## src/design/gwwlb_pkg.sv

```systemverilog
package gwwlb_pkg;

   localparam logic [7:0] NL_BYTE = 8'h0A;
   localparam logic [7:0] SP_BYTE = 8'h20;

   localparam logic [9:0] LINE_WIDTH_RESET = 10'd40;

   localparam int BUFFER_BYTES_DEFAULT = 65536;
   localparam int LINE_SLOTS_DEFAULT   = 4096;

   localparam int RQ_DEPTH = 4;
   localparam int RQ_PTR_W = $clog2(RQ_DEPTH);
   localparam int RQ_CNT_W = $clog2(RQ_DEPTH + 1);

   typedef struct packed {
      logic [15:0] line_start;
      logic [11:0] line_number;
      logic [12:0] line_total;
      logic        is_summary;
      logic        last;
   } rsp_type;

   typedef struct packed {
      logic [1:0] count;
      rsp_type    first;
      rsp_type    second;
   } push_type;

endpackage

```

## src/design/gwwlb_core.sv

```systemverilog
module gwwlb_core #(
   parameter int BUFFER_BYTES = gwwlb_pkg::BUFFER_BYTES_DEFAULT,
   parameter int LINE_SLOTS   = gwwlb_pkg::LINE_SLOTS_DEFAULT
) (
   input  logic                 clock,
   input  logic                 reset,
   input  logic                 accept,
   input  logic [7:0]           ch,
   input  logic                 text_end,
   input  logic                 csr_write_enable,
   input  logic [9:0]           csr_write_data,
   output gwwlb_pkg::push_type  push
);

   localparam int LINES_BITS = $clog2(LINE_SLOTS + 1);
   localparam int LINES_W    = (LINES_BITS > 13) ? LINES_BITS : 13;

   logic [9:0]         line_width_ff, line_width_in;
   logic [15:0]        byte_pos_ff, byte_pos_in;
   logic [15:0]        column_ff, column_in;
   logic               space_seen_ff, space_seen_in;
   logic [15:0]        space_pos_ff, space_pos_in;
   logic [15:0]        line_start_ff, line_start_in;
   logic [LINES_W-1:0] lines_ff, lines_in;

   logic               in_buf;
   logic               active;
   logic               is_nl;
   logic               is_sp;
   logic               seen_nx;
   logic [15:0]        pos_nx;
   logic [15:0]        col_nx;
   logic [15:0]        next_pos;
   logic               wrap;
   logic [15:0]        wrap_pos;
   logic               do_break;
   logic [15:0]        brk_pos;
   logic [LINES_W-1:0] lines_adv;
   gwwlb_pkg::rsp_type brk_rsp;
   gwwlb_pkg::rsp_type sum_rsp;

   always_comb begin
      in_buf   = ((32'(byte_pos_ff) + 32'd1) < 32'(BUFFER_BYTES)) && (byte_pos_ff != 16'hFFFF);
      active   = in_buf && (32'(lines_ff) < 32'(LINE_SLOTS));
      is_nl    = (ch == gwwlb_pkg::NL_BYTE);
      is_sp    = (ch == gwwlb_pkg::SP_BYTE);
      next_pos = byte_pos_ff + 16'd1;
      seen_nx  = space_seen_ff || is_sp;
      pos_nx   = is_sp ? byte_pos_ff : space_pos_ff;
      col_nx   = column_ff + 16'd1;
      wrap     = !is_nl && (col_nx >= {6'd0, line_width_ff});
      wrap_pos = (seen_nx && (pos_nx > line_start_ff)) ? (pos_nx + 16'd1) : next_pos;
      do_break = active && (is_nl || wrap);
      brk_pos  = is_nl ? next_pos : wrap_pos;
      lines_adv = lines_ff + LINES_W'(do_break);
   end

   always_comb begin
      line_width_in = line_width_ff;
      byte_pos_in   = byte_pos_ff;
      column_in     = column_ff;
      space_seen_in = space_seen_ff;
      space_pos_in  = space_pos_ff;
      line_start_in = line_start_ff;
      lines_in      = lines_ff;
      if (csr_write_enable) begin
         line_width_in = csr_write_data;
      end
      if (accept) begin
         if (active) begin
            if (is_nl) begin
               column_in     = 16'd0;
               space_seen_in = 1'b0;
               line_start_in = next_pos;
            end else begin
               space_seen_in = seen_nx;
               space_pos_in  = pos_nx;
               column_in     = col_nx;
               if (wrap) begin
                  column_in     = next_pos - wrap_pos;
                  line_start_in = wrap_pos;
                  space_seen_in = 1'b0;
               end
            end
            lines_in = lines_adv;
         end
         if (in_buf) begin
            byte_pos_in = next_pos;
         end
         if (text_end) begin
            byte_pos_in   = 16'd0;
            column_in     = 16'd0;
            space_seen_in = 1'b0;
            space_pos_in  = 16'd0;
            line_start_in = 16'd0;
            lines_in      = LINES_W'(1);
         end
      end
   end

   always_ff @(posedge clock) begin
      if (reset) begin
         line_width_ff <= gwwlb_pkg::LINE_WIDTH_RESET;
         byte_pos_ff   <= 16'd0;
         column_ff     <= 16'd0;
         space_seen_ff <= 1'b0;
         space_pos_ff  <= 16'd0;
         line_start_ff <= 16'd0;
         lines_ff      <= LINES_W'(1);
      end else begin
         line_width_ff <= line_width_in;
         byte_pos_ff   <= byte_pos_in;
         column_ff     <= column_in;
         space_seen_ff <= space_seen_in;
         space_pos_ff  <= space_pos_in;
         line_start_ff <= line_start_in;
         lines_ff      <= lines_in;
      end
   end

   always_comb begin
      brk_rsp.line_start  = brk_pos;
      brk_rsp.line_number = lines_ff[11:0];
      brk_rsp.line_total  = 13'd0;
      brk_rsp.is_summary  = 1'b0;
      brk_rsp.last        = !text_end;

      sum_rsp.line_start  = 16'd0;
      sum_rsp.line_number = 12'd0;
      sum_rsp.line_total  = lines_adv[12:0];
      sum_rsp.is_summary  = 1'b1;
      sum_rsp.last        = 1'b1;

      push.count  = accept ? ({1'b0, do_break} + {1'b0, text_end}) : 2'd0;
      push.first  = do_break ? brk_rsp : sum_rsp;
      push.second = sum_rsp;
   end

endmodule

```

## src/design/gwwlb_fifo.sv

```systemverilog
module gwwlb_fifo (
   input  logic                                 clock,
   input  logic                                 reset,
   input  gwwlb_pkg::push_type                  push,
   input  logic                                 pop,
   output logic                                 full_for_two,
   output logic                                 not_empty,
   output gwwlb_pkg::rsp_type                   head
);

   gwwlb_pkg::rsp_type                  entry_ff [gwwlb_pkg::RQ_DEPTH];
   logic [gwwlb_pkg::RQ_PTR_W-1:0]      wr_ptr_ff, wr_ptr_in;
   logic [gwwlb_pkg::RQ_PTR_W-1:0]      rd_ptr_ff, rd_ptr_in;
   logic [gwwlb_pkg::RQ_CNT_W-1:0]      count_ff, count_in;
   logic [gwwlb_pkg::RQ_PTR_W-1:0]      wr_ptr_plus;

   always_comb begin
      wr_ptr_plus = wr_ptr_ff + gwwlb_pkg::RQ_PTR_W'(1);
      wr_ptr_in   = wr_ptr_ff + gwwlb_pkg::RQ_PTR_W'(push.count);
      rd_ptr_in   = rd_ptr_ff + gwwlb_pkg::RQ_PTR_W'(pop);
      count_in    = count_ff + gwwlb_pkg::RQ_CNT_W'(push.count)
                  - gwwlb_pkg::RQ_CNT_W'(pop);
   end

   always_ff @(posedge clock) begin
      if (reset) begin
         wr_ptr_ff <= '0;
         rd_ptr_ff <= '0;
         count_ff  <= '0;
      end else begin
         wr_ptr_ff <= wr_ptr_in;
         rd_ptr_ff <= rd_ptr_in;
         count_ff  <= count_in;
      end
   end

   always_ff @(posedge clock) begin
      if (push.count != 2'd0) begin
         entry_ff[wr_ptr_ff] <= push.first;
      end
      if (push.count == 2'd2) begin
         entry_ff[wr_ptr_plus] <= push.second;
      end
   end

   assign full_for_two = (count_ff > gwwlb_pkg::RQ_CNT_W'(gwwlb_pkg::RQ_DEPTH - 2));
   assign not_empty    = (count_ff != '0);
   assign head         = entry_ff[rd_ptr_ff];

endmodule

```

## src/design/greedy_word_wrap_line_breaker.sv

```systemverilog
// Results of a beat are written into the result queue when the beat is taken and offered from its head.
// Throughput: one input beat per cycle while each byte yields at most one result and rsp_stall
// is low; a byte that yields two results (a break plus the summary) is drained through
// the single read port of the four-entry result queue, which stalls the input as it fills.
// Reset: synchronous, active high; line width returns to 40, the scan restarts at
// position 0 with one line counted, and the result queue empties.
module greedy_word_wrap_line_breaker #(
   parameter int BUFFER_BYTES = gwwlb_pkg::BUFFER_BYTES_DEFAULT,
   parameter int LINE_SLOTS   = gwwlb_pkg::LINE_SLOTS_DEFAULT
) (
   input  logic        clock,
   input  logic        reset,
   input  logic        req_valid,
   output logic        req_stall,
   input  logic [7:0]  req_ch,
   input  logic        req_text_end,
   output logic        rsp_valid,
   input  logic        rsp_stall,
   output logic [15:0] rsp_line_start,
   output logic [11:0] rsp_line_number,
   output logic [12:0] rsp_line_total,
   output logic        rsp_is_summary,
   output logic        rsp_last,
   input  logic        csr_write_enable,
   input  logic [9:0]  csr_write_data
);

   logic                accept;
   logic                full_for_two;
   logic                not_empty;
   gwwlb_pkg::push_type push;
   gwwlb_pkg::rsp_type  head;

   assign req_stall = full_for_two;
   assign accept    = req_valid && !full_for_two;

   gwwlb_core #(
      .BUFFER_BYTES (BUFFER_BYTES),
      .LINE_SLOTS   (LINE_SLOTS)
   ) u_core (
      .clock            (clock),
      .reset            (reset),
      .accept           (accept),
      .ch               (req_ch),
      .text_end         (req_text_end),
      .csr_write_enable (csr_write_enable),
      .csr_write_data   (csr_write_data),
      .push             (push)
   );

   gwwlb_fifo u_fifo (
      .clock        (clock),
      .reset        (reset),
      .push         (push),
      .pop          (not_empty && !rsp_stall),
      .full_for_two (full_for_two),
      .not_empty    (not_empty),
      .head         (head)
   );

   assign rsp_valid       = not_empty;
   assign rsp_line_start  = head.line_start;
   assign rsp_line_number = head.line_number;
   assign rsp_line_total  = head.line_total;
   assign rsp_is_summary  = head.is_summary;
   assign rsp_last        = head.last;

endmodule

```

## config.mk

```make
export PLATFORM = sky130hd
export DESIGN_NAME = greedy_word_wrap_line_breaker
export DESIGN_NICKNAME = d
export VERILOG_FILES = /design/src/design/gwwlb_pkg.sv /design/src/design/gwwlb_core.sv /design/src/design/gwwlb_fifo.sv /design/src/design/greedy_word_wrap_line_breaker.sv
export SDC_FILE = /design/constraint.sdc
export NUM_CORES = 1
export LEC_CHECK = 0
export BUFFER_PORTS_ARGS = -buffer_cell sky130_fd_sc_hd__buf_2
export CAP_MARGIN = 5
export CORE_MARGIN = 5
export CORE_UTILIZATION = 63
export CTS_CLUSTER_SIZE = 20
export DETAILED_ROUTE_END_ITERATION = 12
export PLACE_DENSITY = 0.82
export SLEW_MARGIN = 10
export SYNTH_ARGS = -nofsm -noshare
export SYNTH_HDL_FRONTEND = slang
export SYNTH_HIERARCHICAL = 1
export SYNTH_SLANG_ARGS = --single-unit
```

## constraint.sdc

```tcl
create_clock -name clock -period 9.27 [get_ports clock]
set_input_delay 1.854 -clock clock [delete_from_list [all_inputs] [get_ports clock]]
set_output_delay 1.854 -clock clock [all_outputs]
set_load 0.02 [all_outputs]
```

; ---- After elaboration in Yosys (flattened, before gate mapping)
; Memories as Yosys holds them, arrays and structs flattened. A register that Yosys moved wholly into a read port is not among the register bits.
; Cells that the tools add are included.
[totals]
word_cells = 84
regBits = 95
mem_count = 1
ram_bits = 172
out_inout_bits = 45
[op_classes]
eq_ne = 5
add_sub_neg = 12
order_cmp = 5
muxes = 29
reduce_logical = 22
[mem_list]
columns = memory, depth, word_bits, rd, rd_clocked_by_memory_dff, wr, line
row1 = u_fifo.entry_ff, 4, 43, 1, 1, 2, gwwlb_fifo.sv:11  ; gwwlb_pkg::rsp_type entry_ff [gwwlb_pkg::RQ_DEPTH];
[op_table]
columns = op, n
row1 = 16-bit two-way mux, 16
row2 = "16-bit by 1-bit adder with 16-bit output, second input constant", 3
row3 = 43-bit two-way mux, 1
row4 = "32-bit by 17-bit < comparator with 1-bit output, second input constant", 1
row5 = 13-bit two-way mux, 2
row6 = "16-bit by 1-bit adder with 17-bit output, second input constant", 1
row7 = 16-bit by 10-bit greater-or-equal comparator with 1-bit output, 1
row8 = 16-bit > comparator, 1
row9 = "16-bit inequality test, second input constant", 1
row10 = 16-bit subtractor, 1
row11 = 13-bit by 1-bit adder with 13-bit output, 1
row12 = "13-bit < comparator, second input constant", 1
row13 = "8-bit by 4-bit equality test with 1-bit output, second input constant", 1
row14 = "8-bit by 6-bit equality test with 1-bit output, second input constant", 1
row15 = 1-bit two-way mux, 8
row16 = 1-bit logical AND, 7
row17 = 3-bit AND reduction, 2
row18 = 2-bit nonzero test, 3
row19 = 3-bit nonzero test, 2
row20 = 1-bit zero test, 4
row21 = 2-bit two-way mux, 2
row22 = 2-bit AND reduction, 2
row23 = 3-bit by 2-bit adder with 3-bit output, 1
row24 = "3-bit by 2-bit > comparator with 1-bit output, second input constant", 1
row25 = 8 further kinds, 9

; ---- Depth between registers and ports, before layout
; Gate-level depths: netlist of the first run.
[logic_depth]
depth_word = 10
ltp_mapped = 24
depth_no_buf = 22

; ---- Cells and area by module
; The synthesis of the first run kept the hierarchy.
[modules_own_cells]
columns = module, cells_per_inst, n_inst, seq_area_each_um2, area_each_um2
row1 = gwwlb_fifo, 458, 1, 5305.1, 8768.4
row2 = gwwlb_core, 891, 1, 1761.7, 6954.2
row3 = greedy_word_wrap_line_breaker, 2, 1, 0.0, 27.5

; ---- Worst setup path before layout of the first run
; OpenSTA, ideal clock, no wires.
[synth_path]
kind = input-to-reg
start = input port req_ch[2]
end = memory u_fifo/entry_ff[0][0] in the netlist's numbering, enable pin
required_ns = 8.767
n_path_buf = 3
setup_slack_ns = 2.057
arrival_ns = 6.710
setup_time_ns = 0.503
stages = 13
cell_sequence = nor2_1 -> nand2_1 -> or4_1 -> clkbuf_1 -> nand2_1 -> and2_1 -> buf_2 -> ha_1 -> inv_1 -> nor2_1 -> buf_2 -> o21bai_1 -> o21ai_0
[synth_rtl]
columns = item, line
row1 = from (decl), greedy_word_wrap_line_breaker.sv:15  ; input logic [7:0] req_ch,
row2 = to (decl), gwwlb_fifo.sv:11

; ---- Worst setup path in the final report of the first run
[layout_path]
start = input port req_ch[0]
end = register u_core.column_ff[14]
[layout_between]
elab_chain_len = 10
elab_cells_between_ends = 15
[layout_lines]
columns = item, line
row1 = 8-bit by 6-bit equality test with 1-bit output, gwwlb_core.sv:46  ; is_sp = (ch == gwwlb_pkg::SP_BYTE);
row2 = 16-bit two-way mux, gwwlb_core.sv:49  ; pos_nx = is_sp ? byte_pos_ff : space_pos_ff;
row3 = 16-bit > comparator, gwwlb_core.sv:52  ; wrap_pos = (seen_nx && (pos_nx > line_start_ff)) ? (pos_nx + 16'd1) : next_pos;
row4 = 1-bit logical AND, gwwlb_core.sv:52
row5 = 16-bit two-way mux, gwwlb_core.sv:52
row6 = 16-bit subtractor, gwwlb_core.sv:80  ; column_in = next_pos - wrap_pos;
row7 = 16-bit two-way mux, gwwlb_core.sv:79  ; if (wrap) begin
row8 = 16-bit two-way mux *, gwwlb_core.sv:71  ; if (is_nl) begin
row9 = 16-bit two-way mux *, gwwlb_core.sv:70  ; if (active) begin
row10 = 16-bit two-way mux *, gwwlb_core.sv:90  ; if (text_end) begin
row11 = to (signal assigned), gwwlb_core.sv:113  ; column_ff <= column_in;
row12 = to (decl), gwwlb_core.sv:20  ; logic [15:0] column_ff, column_in;
; Mark *: on every way between the ends. The rest lies on a longest branch, timed or not. The select of a mux whose other input is x is not followed.
; A chain may end at the register's enable or synchronous reset.

==> results of run 1 <==
per-layer routing:
metal	global-route usage	part of all wire	routed length [um]	vias to the layer above
met3	0.0424	0.075	2730	69
met1	0.345	0.41	15000	5248
li1	-	-	-	5009
met5	0	0	0	-
met2	0.435	0.49	18100	440
met4	0.0554	0.021	767	0
kinds of logic (layout without fill, tap and decap cells):
logic type	after synthesis	after routing	share of synthesized area
and+or+nand+nor	356	356	0.114
muxes	271	271	0.224
DFF	267	267	0.449
AOI/OAI and AO/OA	170	170	0.0729
buffers and inverters	164	195	0.0552
xor gates and xnor gates	62	62	0.0372
adders and majority gates	59	59	0.0478
other	2	30	0.000477
sequential cells by signal, summed over array words and instances (netlist names):
signal / count
u_fifo/rd_ptr_ff: 2
u_fifo/wr_ptr_ff: 2
u_core/line_start_ff: 16
u_core/lines_ff: 13
u_core/line_width_ff: 10
u_core/byte_pos_ff: 16
u_core/space_seen_ff: 1
u_fifo/entry_ff: 172
u_core/space_pos_ff: 16
u_fifo/count_ff: 3
u_core/column_ff: 16
cell usage after synthesis (11+ instances only):
library cell and count:
edfxtp_1 172, mux2_2 168, nor2_1 132, dfxtp_1 95, nand2_1 67, ha_1 57, inv_1 57, mux2i_1 49
mux4_2 43, a21oi_1 42, buf_4 41, o21ai_0 38, xnor2_1 34, nand3_1 32, clkbuf_1 27, and3_1 26
buf_2 26, xor2_1 25, a22oi_1 21, nor3_1 19, and2_1 16, o2bb2ai_1 16, a21o_1 11
critical path: cells and delay by family:
kind	cells	cell delay, ps
AO/OA/AOI/OAI	10	2070
multiplexers	2	750
adder cells (fa/ha/maj)	2	610
AND/OR/NAND/NOR	4	1280
XOR/XNOR	1	120
buffers and inverters	3	560
path summary, 6_finish.rpt:
check / startpoint / end / slack, ps / cells after the start
setup / recovery: req_ch[0] / u_core/column_ff[14]$_SDFFE_PP0P_ / 2460 / 22
hold / removal: u_core/line_start_ff[6]$_SDFFE_PP0P_ / u_core/line_start_ff[6]$_SDFFE_PP0P_ / 470 / 1
setup reg to reg: u_core/column_ff[0]$_SDFFE_PP0P_ / u_fifo/entry_ff[0][28]$_DFFE_PP_ / 3110 / 17
hold reg to reg: u_core/line_start_ff[6]$_SDFFE_PP0P_ / u_core/line_start_ff[6]$_SDFFE_PP0P_ / 470 / 1
through the flow:
stage | utilization | hold slack [ps] | instance area, um^2
after floorplan | - | 432 | 15900
after global placement | 0.660 | 447 | 16100
after detailed placement | 0.660 | 448 | 16100
after CTS | 0.698 | 465 | 17100
after global routing | 0.698 | 477 | 17100
final | 0.698 | 467 | 17100
cell type report:
cell class,instances,area (um^2),share of cell area
Sequential cell,267,7070,0.414
Tap cell,324,405,0.0237
Clock buffer,41,769,0.0451
Clock inverter,10,164,0.00960
Multi-Input combinational cell,948,7970,0.467
Timing Repair Buffer,86,475,0.0278
Inverter,58,218,0.0128
report_power, final:
| group | switching [mW] | internal [mW] | leakage (nW) |
|---|---|---|---|
| Combinational | 0.391 | 0.267 | 3.88 |
| Clock | 0.459 | 0.686 | 0.454 |
| Sequential | 0.0240 | 1.31 | 2.33 |
==> out/metrics.cfg, run 1 <==
[layout]
syn2layout_area_growth_pct = 8.40
diodes = 0
drive_gt1_frac = 0.267
instances_no_fill = 1734
fill_cells = 1677
mostFrequentLayoutCells = edfxtp_1, mux2_2, nor2_1
nets = 1472
layout_commonest_cell = edfxtp_1

[critical_path]
crit_path_end_kind = flop
cp.required_ps = 9740
path_max_fanout = 19
critPathSlowestCell = and3_1
path_common_cell = a21oi_1
arrival_ps = 7290
worstSetupPathType = primary input to flop
crit_chain = buf_2 > nor4_2 > and3_1 > mux2i_1 > inv_1 > ha_1 > a21oi_1 > nor2_1 > a2111oi_0 > o31ai_1 > o221ai_2 > buf_4 > mux2_2 > ha_1 > a21oi_1 > nand2_1 > a221oi_1 > a21oi_1 > a311oi_1 > o21bai_1 > xnor2_1 > o21ai_0
cp_slowest_stage_delay_ps = 810
startpoint_type = primary input

[floorplan]
boundaryPins = 69
core_mm2 = 0.0245
die_x_um = 168
rows = 57
die_h_um = 168
start_util = 0.644
die_area_mm2 = 0.0283

[synth]
avgSynthCellArea_um2 = 11.7
ys_warn_count = 6
netlist.area_leader.share = 0.328
yosysTopAreaCell = edfxtp_1
ys_seq_area_frac = 0.449
synth_ff_type = edfxtp_1
synthCells = 1351
synth_edf_count = 172
ys_ff_latch = 267
ys_types = 77
async_flop_share = 0
syn_area_mm2 = 0.0158
synth_area_leaders = edfxtp_1, dfxtp_1, mux2_2

[cts]
cts_max_level = 1
cts_resized = 0
postCtsHoldBufs = 0
clock_latency_ps = 550
root_buffer = clkbuf_16
clk_pin_slew_worst_paths_ps = 60
numClockSinks = 267
post_cts_buffers = 0
cts_tree = built
cts_made_buffers = 28
clockBufferDepth = 3

[detailed_routing]
routed_via_density = 6.21
wl_per_cell_um = 21.1
drtIter0Drc = 1130
vias = 10800
finalWirelength_um = 36600
ant_nets = 0
route.detailed.drc = 0
first_pass_iters = 6

[timing]
fin_skew_ps = 16.5
finalSetupTns_ps = 0
period_needed_ps = 6810
fmax_mhz = 147
drv_slew = 0
rsz0062_at_grt = false
max_slew_margin = 0.316
hold_violations = 0
period_share = 0.735
setup_violations = 0
tightestPinTransition_ps = 1020
fin_ws_ps = 2460

[placement]
place.gp.congestion = 0.970
pre_cts_ws_ps = 2000
numPlacedInstances = 1683
dp_hpwl_um = 24600
io_buffers = 68

[grt]
track_usage = 0.254
grt_pass1_wl_um = 58100
grt_pass1_vias = 10700
antenna_found_initial = 0
grt_max_degree = 69
grt_overflow = 0

[power]
total_power_mw = 3.14
power_density_mw_per_mm2 = 184
vdd_drop_max_v = 0.000156
p_leak_nw = 6.67

[run_status]
status = finished clean

[worst_hold_path]
hp-class = flop to flop

[job]
max_cap_violations = 0

No activity file was read; power rests on OpenSTA's default activity.
==> inputs of run 2 (changes only) <==
--- a/config.mk
+++ b/config.mk
@@ -8,10 +8,10 @@
 export BUFFER_PORTS_ARGS = -buffer_cell sky130_fd_sc_hd__buf_2
 export CAP_MARGIN = 5
 export CORE_MARGIN = 5
-export CORE_UTILIZATION = 63
+export CORE_UTILIZATION = 57
 export CTS_CLUSTER_SIZE = 20
 export DETAILED_ROUTE_END_ITERATION = 12
-export PLACE_DENSITY = 0.82
+export PLACE_DENSITY = 0.79
 export SLEW_MARGIN = 10
 export SYNTH_ARGS = -nofsm -noshare
 export SYNTH_HDL_FRONTEND = slang
==> constraint.sdc (replaced) <==
create_clock -name clock -period 5.48 [get_ports clock]
set_input_delay 1.096 -clock clock [delete_from_list [all_inputs] [get_ports clock]]
set_output_delay 1.096 -clock clock [all_outputs]
set_load 0.02 [all_outputs]
==> run 2 against run 1 <==
Compared with the run above:
- routed wire length grew 2.2%
- clock-buffer cell count fell by 9
- largest cell class unchanged
- clock power increased by 77%
- die area increased by 9.9%
- core utilization shrank 4.2 points
- clock skew decreased by 3.2 ps
- design area rose by 4.1%
==> out/metrics.cfg, run 2 (same netlist as run 1, synthesis figures left out) <==
[placement]
io_buffers = 68  ; unchanged
place.gp.congestion = 1.00  ; was 0.970
pre_cts_ws_ps = -444  ; was 2000 ps
numPlacedInstances = 1792  ; was 1683
dp_hpwl_um = 25300  ; was 24600 um

[detailed_routing]
drtIter0Drc = 895  ; was 1130
wl_per_cell_um = 20.3  ; was 21.1 um
ant_nets = 0  ; unchanged
route.detailed.drc = 0  ; unchanged
finalWirelength_um = 37400  ; was 36600 um
first_pass_iters = 5  ; was 6
routed_via_density = 5.98  ; was 6.21
vias = 11000  ; was 10800

[critical_path]
path_common_cell = nor2_1  ; was a21oi_1
startpoint_type = primary input  ; unchanged
crit_path_end_kind = flop  ; unchanged
worstSetupPathType = primary input to flop  ; unchanged
critPathSlowestCell = mux2_2  ; was and3_1
path_max_fanout = 11  ; was 19
arrival_ps = 5630  ; was 7290 ps
cp_slowest_stage_delay_ps = 370  ; was 810 ps
cp.required_ps = 5890  ; was 9740 ps

[layout]
fill_cells = 2019  ; was 1677
largest_register_ffs = 172  ; unchanged
seq_area_mm2 = 0.00707  ; unchanged
diodes = 0  ; unchanged
nets = 1534  ; was 1472
mostFrequentLayoutCells = edfxtp_1, mux2_2, nor2_1  ; unchanged
instances_no_fill = 1846  ; was 1734
layout_commonest_cell = edfxtp_1  ; unchanged
regMostFlops = u_fifo/entry_ff  ; unchanged
multi_input_area_mm2 = 0.00802  ; was 0.00797 mm^2
drive_gt1_frac = 0.307  ; was 0.267
syn2layout_area_growth_pct = 12.8  ; was 8.40%

[timing]
fin_ws_ps = 260  ; was 2460 ps
hold_violations = 0  ; unchanged
max_slew_margin = 0.354  ; was 0.316
fmax_mhz = 192
rsz0062_at_grt = false  ; unchanged
period_needed_ps = 5220
setup_violations = 0  ; unchanged
period_share = 0.953
fin_skew_ps = 13.3  ; was 16.5 ps
drv_slew = 0  ; unchanged
tightestPinTransition_ps = 966  ; was 1020 ps
holdWs_ps = 466  ; was 467 ps

[floorplan]
core_mm2 = 0.0271  ; was 0.0245 mm^2
die_area_mm2 = 0.0311  ; was 0.0283 mm^2
die_h_um = 176  ; was 168 um
start_util = 0.581  ; was 0.644
die_x_um = 176  ; was 168 um
boundaryPins = 69  ; unchanged
rows = 60  ; was 57

[power]
power_density_mw_per_mm2 = 308  ; was 184 mW/mm^2
vdd_drop_max_v = 0.000208  ; was 0.000156 V
p_leak_nw = 7.02  ; was 6.67 nW

[grt]
track_usage = 0.238  ; was 0.254
grt_overflow = 0  ; unchanged
grt_pass1_vias = 11200  ; was 10700
grt_max_degree = 68  ; was 69
antenna_found_initial = 0  ; unchanged
grt_pass1_wl_um = 59700  ; was 58100 um

[cts]
root_buffer = clkbuf_16  ; unchanged
clockBufferDepth = 3  ; unchanged
cts_made_buffers = 29  ; was 28
clk_pin_slew_worst_paths_ps = 60  ; about the same
cts_tree = built  ; unchanged
clock_latency_ps = 570  ; was 550 ps
postCtsHoldBufs = 0  ; unchanged
numClockSinks = 267  ; unchanged
cts_max_level = 1  ; unchanged

[run_status]
status = finished clean  ; unchanged

[worst_hold_path]
hp-class = flop to flop  ; unchanged

[job]
max_cap_violations = 0  ; unchanged

## run 2: cell types whose count changed in the layout (fill, tap and decap cells not counted), moves of 2 or more
cell / delta
clkinv_1: +5
mux2i_1: -2
mux2i_2: +2
clkbuf_1: -9
clkinv_2: +5
buf_4: +55
buf_12: +5
## run 2: what timing repair did
action                                  CTS  global route
endpoints found under the setup margin    0            11
endpoints found under the hold margin     0             0
setup buffers                             0             0
resized for setup                         0             9
## run 2: final cells by class
type | instances | area share
Multi-Input combinational cell | 948 | 0.451
Sequential cell | 267 | 0.398
Timing Repair Buffer | 147 | 0.0563
Clock buffer | 32 | 0.0420
Tap cell | 372 | 0.0262
Clock inverter | 22 | 0.0140
Inverter | 58 | 0.0123
## run 2: worst paths after layout
| kind | startpoint | endpoint | slack, ps | depth (start not counted) |
|---|---|---|---|---|
| hold reg to reg | u_core/line_start_ff[3]$_SDFFE_PP0P_ | u_core/line_start_ff[3]$_SDFFE_PP0P_ | 470 | 1 |
| hold / removal | u_core/line_start_ff[3]$_SDFFE_PP0P_ | u_core/line_start_ff[3]$_SDFFE_PP0P_ | 470 | 1 |
| setup / recovery | req_ch[0] | u_core/column_ff[13]$_SDFFE_PP0P_ | 260 | 25 |
| setup reg to reg | u_core/column_ff[0]$_SDFFE_PP0P_ | u_fifo/entry_ff[0][38]$_DFFE_PP_ | 470 | 15 |
## run 2: per-layer routing
metal / vias to the layer above / share of wire / track usage
li1: 5121 / - / -
met3: 68 / 0.063 / 0.0325
met2: 391 / 0.48 / 0.393
met5: - / 0 / 0
met1: 5455 / 0.44 / 0.330
met4: 0 / 0.024 / 0.0712
## run 2: where the power goes
| group | total, mW | internal, mW | switching [mW] | leakage, nW |
|---|---|---|---|---|
| sequential | 2.31 | 2.22 | 0.0906 | 2.33 |
| combinational | 1.12 | 0.483 | 0.633 | 4.20 |
| clock | 2.04 | 1.22 | 0.817 | 0.492 |
| total | 5.46 | 3.92 | 1.54 | 7.02 |
## run 2: worst max-delay path, delay by kind of cell
family / cells / cell delay (ps)
AOI/OAI and AO/OA: 9 / 1840
buffers and inverters: 5 / 680
xor gates and xnor gates: 1 / 170
adders and majority gates: 2 / 480
and+or+nand+nor: 7 / 990
muxes: 1 / 370
## run 2: through the flow
step | setup TNS [ps] | util | power (mW) | cell area [um^2]
2_1_floorplan | -1980 | - | 3.14 | 15900
3_3_place_gp | -1640 | 0.618 | 3.45 | 16700
3_5_place_dp | -3110 | 0.618 | 3.47 | 16700
4_1_cts | 0 | 0.654 | 5.50 | 17700
5_1_grt | 0 | 0.656 | 5.68 | 17800
6_report | 0 | 0.656 | 5.46 | 17800
==> inputs of run 3 (changes only) <==
--- a/config.mk
+++ b/config.mk
@@ -8,12 +8,11 @@
 export BUFFER_PORTS_ARGS = -buffer_cell sky130_fd_sc_hd__buf_2
 export CAP_MARGIN = 5
 export CORE_MARGIN = 5
-export CORE_UTILIZATION = 57
+export CORE_UTILIZATION = 56
 export CTS_CLUSTER_SIZE = 20
 export DETAILED_ROUTE_END_ITERATION = 12
-export PLACE_DENSITY = 0.79
+export PLACE_DENSITY = 0.78
 export SLEW_MARGIN = 10
 export SYNTH_ARGS = -nofsm -noshare
 export SYNTH_HDL_FRONTEND = slang
-export SYNTH_HIERARCHICAL = 1
 export SYNTH_SLANG_ARGS = --single-unit
==> run 3 against run 2 <==
Compared with the run above:
- synthesized cell count up 2.1%
- sequential share of layout area down 2.0 points
- design area decreased by 13%
- register-to-register slack gained 50 ps
- via count is 0.81% lower
- routed wire length is 7.0% lower
- area after synthesis fell by 15%
- critical path depth decreased by 3
- clock power shrank 6%
- clock-buffer cell count decreased by 1
- critical path type unchanged
==> out/metrics.cfg, run 3 <==
[run_status]
status = finished clean  ; unchanged

[power]
total_power_mw = 4.91  ; was 5.46 mW
vdd_drop_max_v = 0.000236  ; was 0.000208 V
p_leak_nw = 6.03  ; was 7.02 nW
power_density_mw_per_mm2 = 316  ; was 308 mW/mm^2

[timing]
fmax_mhz = 192  ; about the same
period_needed_ps = 5200  ; was 5220 ps
holdWs_ps = 447  ; was 466 ps
fin_skew_ps = 28.8  ; was 13.3 ps
setup_violations = 0  ; unchanged
rsz0062_at_grt = false  ; unchanged
period_share = 0.949  ; was 0.953
fin_ws_ps = 278  ; was 260 ps
tightestPinTransition_ps = 1120  ; was 966 ps
hold_violations = 0  ; unchanged
max_slew_margin = 0.244  ; was 0.354
drv_slew = 0  ; unchanged

[synth]
synth_edf_count = 52  ; was 172
synthAdderAreaFrac = 0.0560  ; was 0.0478
netlist.area_leader.share = 0.320  ; was 0.328
synth_area_leaders = dfxtp_1, edfxtp_1, mux4_2  ; was edfxtp_1, dfxtp_1, mux2_2
ys_seq_area_frac = 0.436  ; was 0.449
yosysTopAreaCell = dfxtp_1  ; was edfxtp_1
ys_warn_count = 0  ; was 6
ys_types = 69  ; was 77
ys_ff_latch = 267  ; unchanged
synthMuxAreaShare = 0.105  ; was 0.224
avgSynthCellArea_um2 = 9.75  ; was 11.7 um^2
syn_area_mm2 = 0.0134  ; was 0.0158 mm^2
synthSimpleGateAreaFrac = 0.164  ; was 0.114
synth_compound_area_frac = 0.151  ; was 0.0729
synth_top_family_by_area = simple AND/OR/NAND/NOR gates  ; was multiplexers
synth_common_cells = dfxtp_1, nand2_1, nor2_1, a22o_1, o21ai_0  ; was edfxtp_1, mux2_2, nor2_1, dfxtp_1, nand2_1
yosys.area_share.xor_xnor = 0.0453  ; was 0.0372
yosysMostFrequentCell = dfxtp_1  ; was edfxtp_1
synthCells = 1379  ; was 1351
async_flop_share = 0  ; unchanged
synth_ff_type = dfxtp_1  ; was edfxtp_1
syn-num-nets = 1462

[job]
max_cap_violations = 0  ; unchanged

[critical_path]
crit_chain = buf_2 > or4b_4 > or2_4 > mux2i_1 > inv_1 > ha_1 > nand4_1 > or3_1 > o32a_1 > o31a_1 > buf_12 > nand2_4 > mux2_4 > ha_4 > a21o_1 > a22o_1 > o31ai_2 > o21bai_1 > a21oi_1 > buf_4 > xor2_1 > o21ai_0
arrival_ps = 5610  ; was 5630 ps
r2r-end = u_core.lines_ff[12]$_SDFFE_PP0P_  ; was u_fifo/entry_ff[0][38]$_DFFE_PP_
r2r-start = u_core.column_ff[2]$_SDFFE_PP0P_  ; was u_core/column_ff[0]$_SDFFE_PP0P_
path_max_fanout = 11  ; unchanged
cp.required_ps = 5890  ; about the same
startpoint_type = primary input  ; unchanged
worst-r2r-setup-slack_ps = 520  ; was 470 ps
worstSetupPathType = primary input to flop  ; unchanged
crit_path_end_kind = flop  ; unchanged
worst_r2r_path_depth = 19  ; was 15
cp_slowest_stage_delay_ps = 530  ; was 370 ps
critPathSlowestCell = or4b_4  ; was mux2_2
startpoint = req_ch[1]  ; was req_ch[0]

[placement]
dp_hpwl_um = 24500  ; was 25300 um
numPlacedInstances = 1762  ; was 1792
io_buffers = 68  ; unchanged
pre_cts_ws_ps = -268  ; was -444 ps
place.gp.congestion = 0.925  ; was 1.00

[layout]
multi_input_area_mm2 = 0.00715  ; was 0.00802 mm^2
fill_cells = 1804  ; was 2019
drive_gt1_frac = 0.192  ; was 0.307
instances_no_fill = 1812  ; was 1846
largest_register_ffs = 172  ; unchanged
fin_util = 0.659  ; was 0.656
syn2layout_area_growth_pct = 15.4  ; was 12.8%
layout_commonest_cell = dfxtp_1  ; was edfxtp_1
regMostFlops = u_fifo.entry_ff  ; was u_fifo/entry_ff
nets = 1555  ; was 1534
mostFrequentLayoutCells = dfxtp_1, nor2_1, nand2_1  ; was edfxtp_1, mux2_2, nor2_1
seq_area_mm2 = 0.00587  ; was 0.00707 mm^2

[grt]
grt_max_degree = 38  ; was 68
grt_overflow = 0  ; unchanged
grt_pass1_wl_um = 56800  ; was 59700 um
track_usage = 0.257  ; was 0.238
antenna_found_initial = 1  ; was 0
grt_pass1_vias = 10900  ; was 11200

[detailed_routing]
route.met2.wl_um = 17300  ; was 17800 um
routed-wl-met3_um = 1880  ; was 2370 um
highest_layer = met4  ; unchanged
first_pass_iters = 8  ; was 5
wl_per_cell_um = 19.2  ; was 20.3 um
finalWirelength_um = 34800  ; was 37400 um
routed_via_density = 6.04  ; was 5.98
ant_nets = 0  ; unchanged
met1_length_um = 14700  ; was 16300 um
drtIter0Drc = 1141  ; was 895
route.detailed.drc = 0  ; unchanged
vias = 10900  ; was 11000

[worst_hold_path]
holdPathStages = 2  ; was 1
hp-class = flop to flop  ; unchanged
hp-start = u_fifo.entry_ff[0][1]$_SDFFE_PP1P_  ; was u_core/line_start_ff[3]$_SDFFE_PP0P_
holdPathEnd = u_fifo.entry_ff[0][1]$_SDFFE_PP1P_  ; was u_core/line_start_ff[3]$_SDFFE_PP0P_

[floorplan]
boundaryPins = 69  ; unchanged
start_util = 0.571  ; was 0.581
rows = 56  ; was 60
die_x_um = 165  ; was 176 um
die_h_um = 165  ; was 176 um
core_mm2 = 0.0235  ; was 0.0271 mm^2
die_area_mm2 = 0.0272  ; was 0.0311 mm^2

[cts]
clockBufferDepth = 3  ; unchanged
root_buffer = clkbuf_16  ; unchanged
cts_made_buffers = 27  ; was 29
cts_resized = 0  ; unchanged
clock_latency_ps = 550  ; was 570 ps
numClockSinks = 267  ; unchanged
cts_max_level = 1  ; unchanged
clk_pin_slew_worst_paths_ps = 60  ; about the same
cts_tree = built  ; unchanged
post_cts_buffers = 0  ; unchanged
postCtsHoldBufs = 0  ; unchanged

-- run 3: cell count changes after synthesis, sizes merged, moves of 32 or more --
cell	delta
mux2	-174
clkbuf	+32
edfxtp	-120
nand2	+78
o21ai	+50
buf	-53
a22o	+84
dfxtp	+120
-- run 3: area by class of cell --
cell class / instances / share of cell area
Sequential cell: 267 / 0.378
Clock buffer: 31 / 0.0452
Antenna cell: 1 / 0.000161
Clock inverter: 18 / 0.0139
Tap cell: 319 / 0.0257
Inverter: 51 / 0.0125
Multi-Input combinational cell: 976 / 0.461
Timing Repair Buffer: 149 / 0.0635
-- run 3: power breakdown --
part | internal (mW) | switching [mW] | leakage [nW]
Clock | 1.11 | 0.791 | 0.450
Sequential | 2.06 | 0.0952 | 2.19
Combinational | 0.366 | 0.476 | 3.39
Total | 3.54 | 1.36 | 6.03
-- run 3: logic make-up after synthesis --
kind of cell,Yosys count
fa+ha+maj,59
simple gates,463
mux,87
compound gates,299
xor+xnor,68
flops,267
buf+inv,136
-- run 3: metrics by stage --
step | setup TNS [ps] | area [um^2]
4_1_cts | 0 | 15500
6_report | 0 | 15500
2_1_floorplan | -102 | 13600
5_1_grt | 0 | 15500
3_3_place_gp | -545 | 14600
3_5_place_dp | -1140 | 14600
-- run 3: per-layer routing --
metal | GRT usage | vias up
met5 | 0 | -
met4 | 0.0805 | 0
met3 | 0.0250 | 62
met2 | 0.447 | 395
met1 | 0.338 | 5331
li1 | - | 5158
-- run 3: worst max-delay path, delay by kind of cell --
family	cells	cell delay, ps
xor+xnor	1	130
buf+inv	4	500
fa+ha+maj	2	540
simple gates	5	1360
compound gates	8	1460
mux	2	530
-- run 3: worst max-delay path by stage --
stage | end | slack [ps] | cells past startpoint
after CTS | u_core.column_ff[12]$_SDFFE_PP0P_ | 280 | 24
after global placement | u_core.column_ff[12]$_SDFFE_PP0P_ | -160 | 24
after global routing | u_core.column_ff[14]$_SDFFE_PP0P_ | 5 | 24
after detailed placement | u_core.column_ff[12]$_SDFFE_PP0P_ | -270 | 24
final | u_core.column_ff[12]$_SDFFE_PP0P_ | 280 | 22
after floorplan | u_core.column_ff[14]$_SDFFE_PP0P_ | -80 | 25
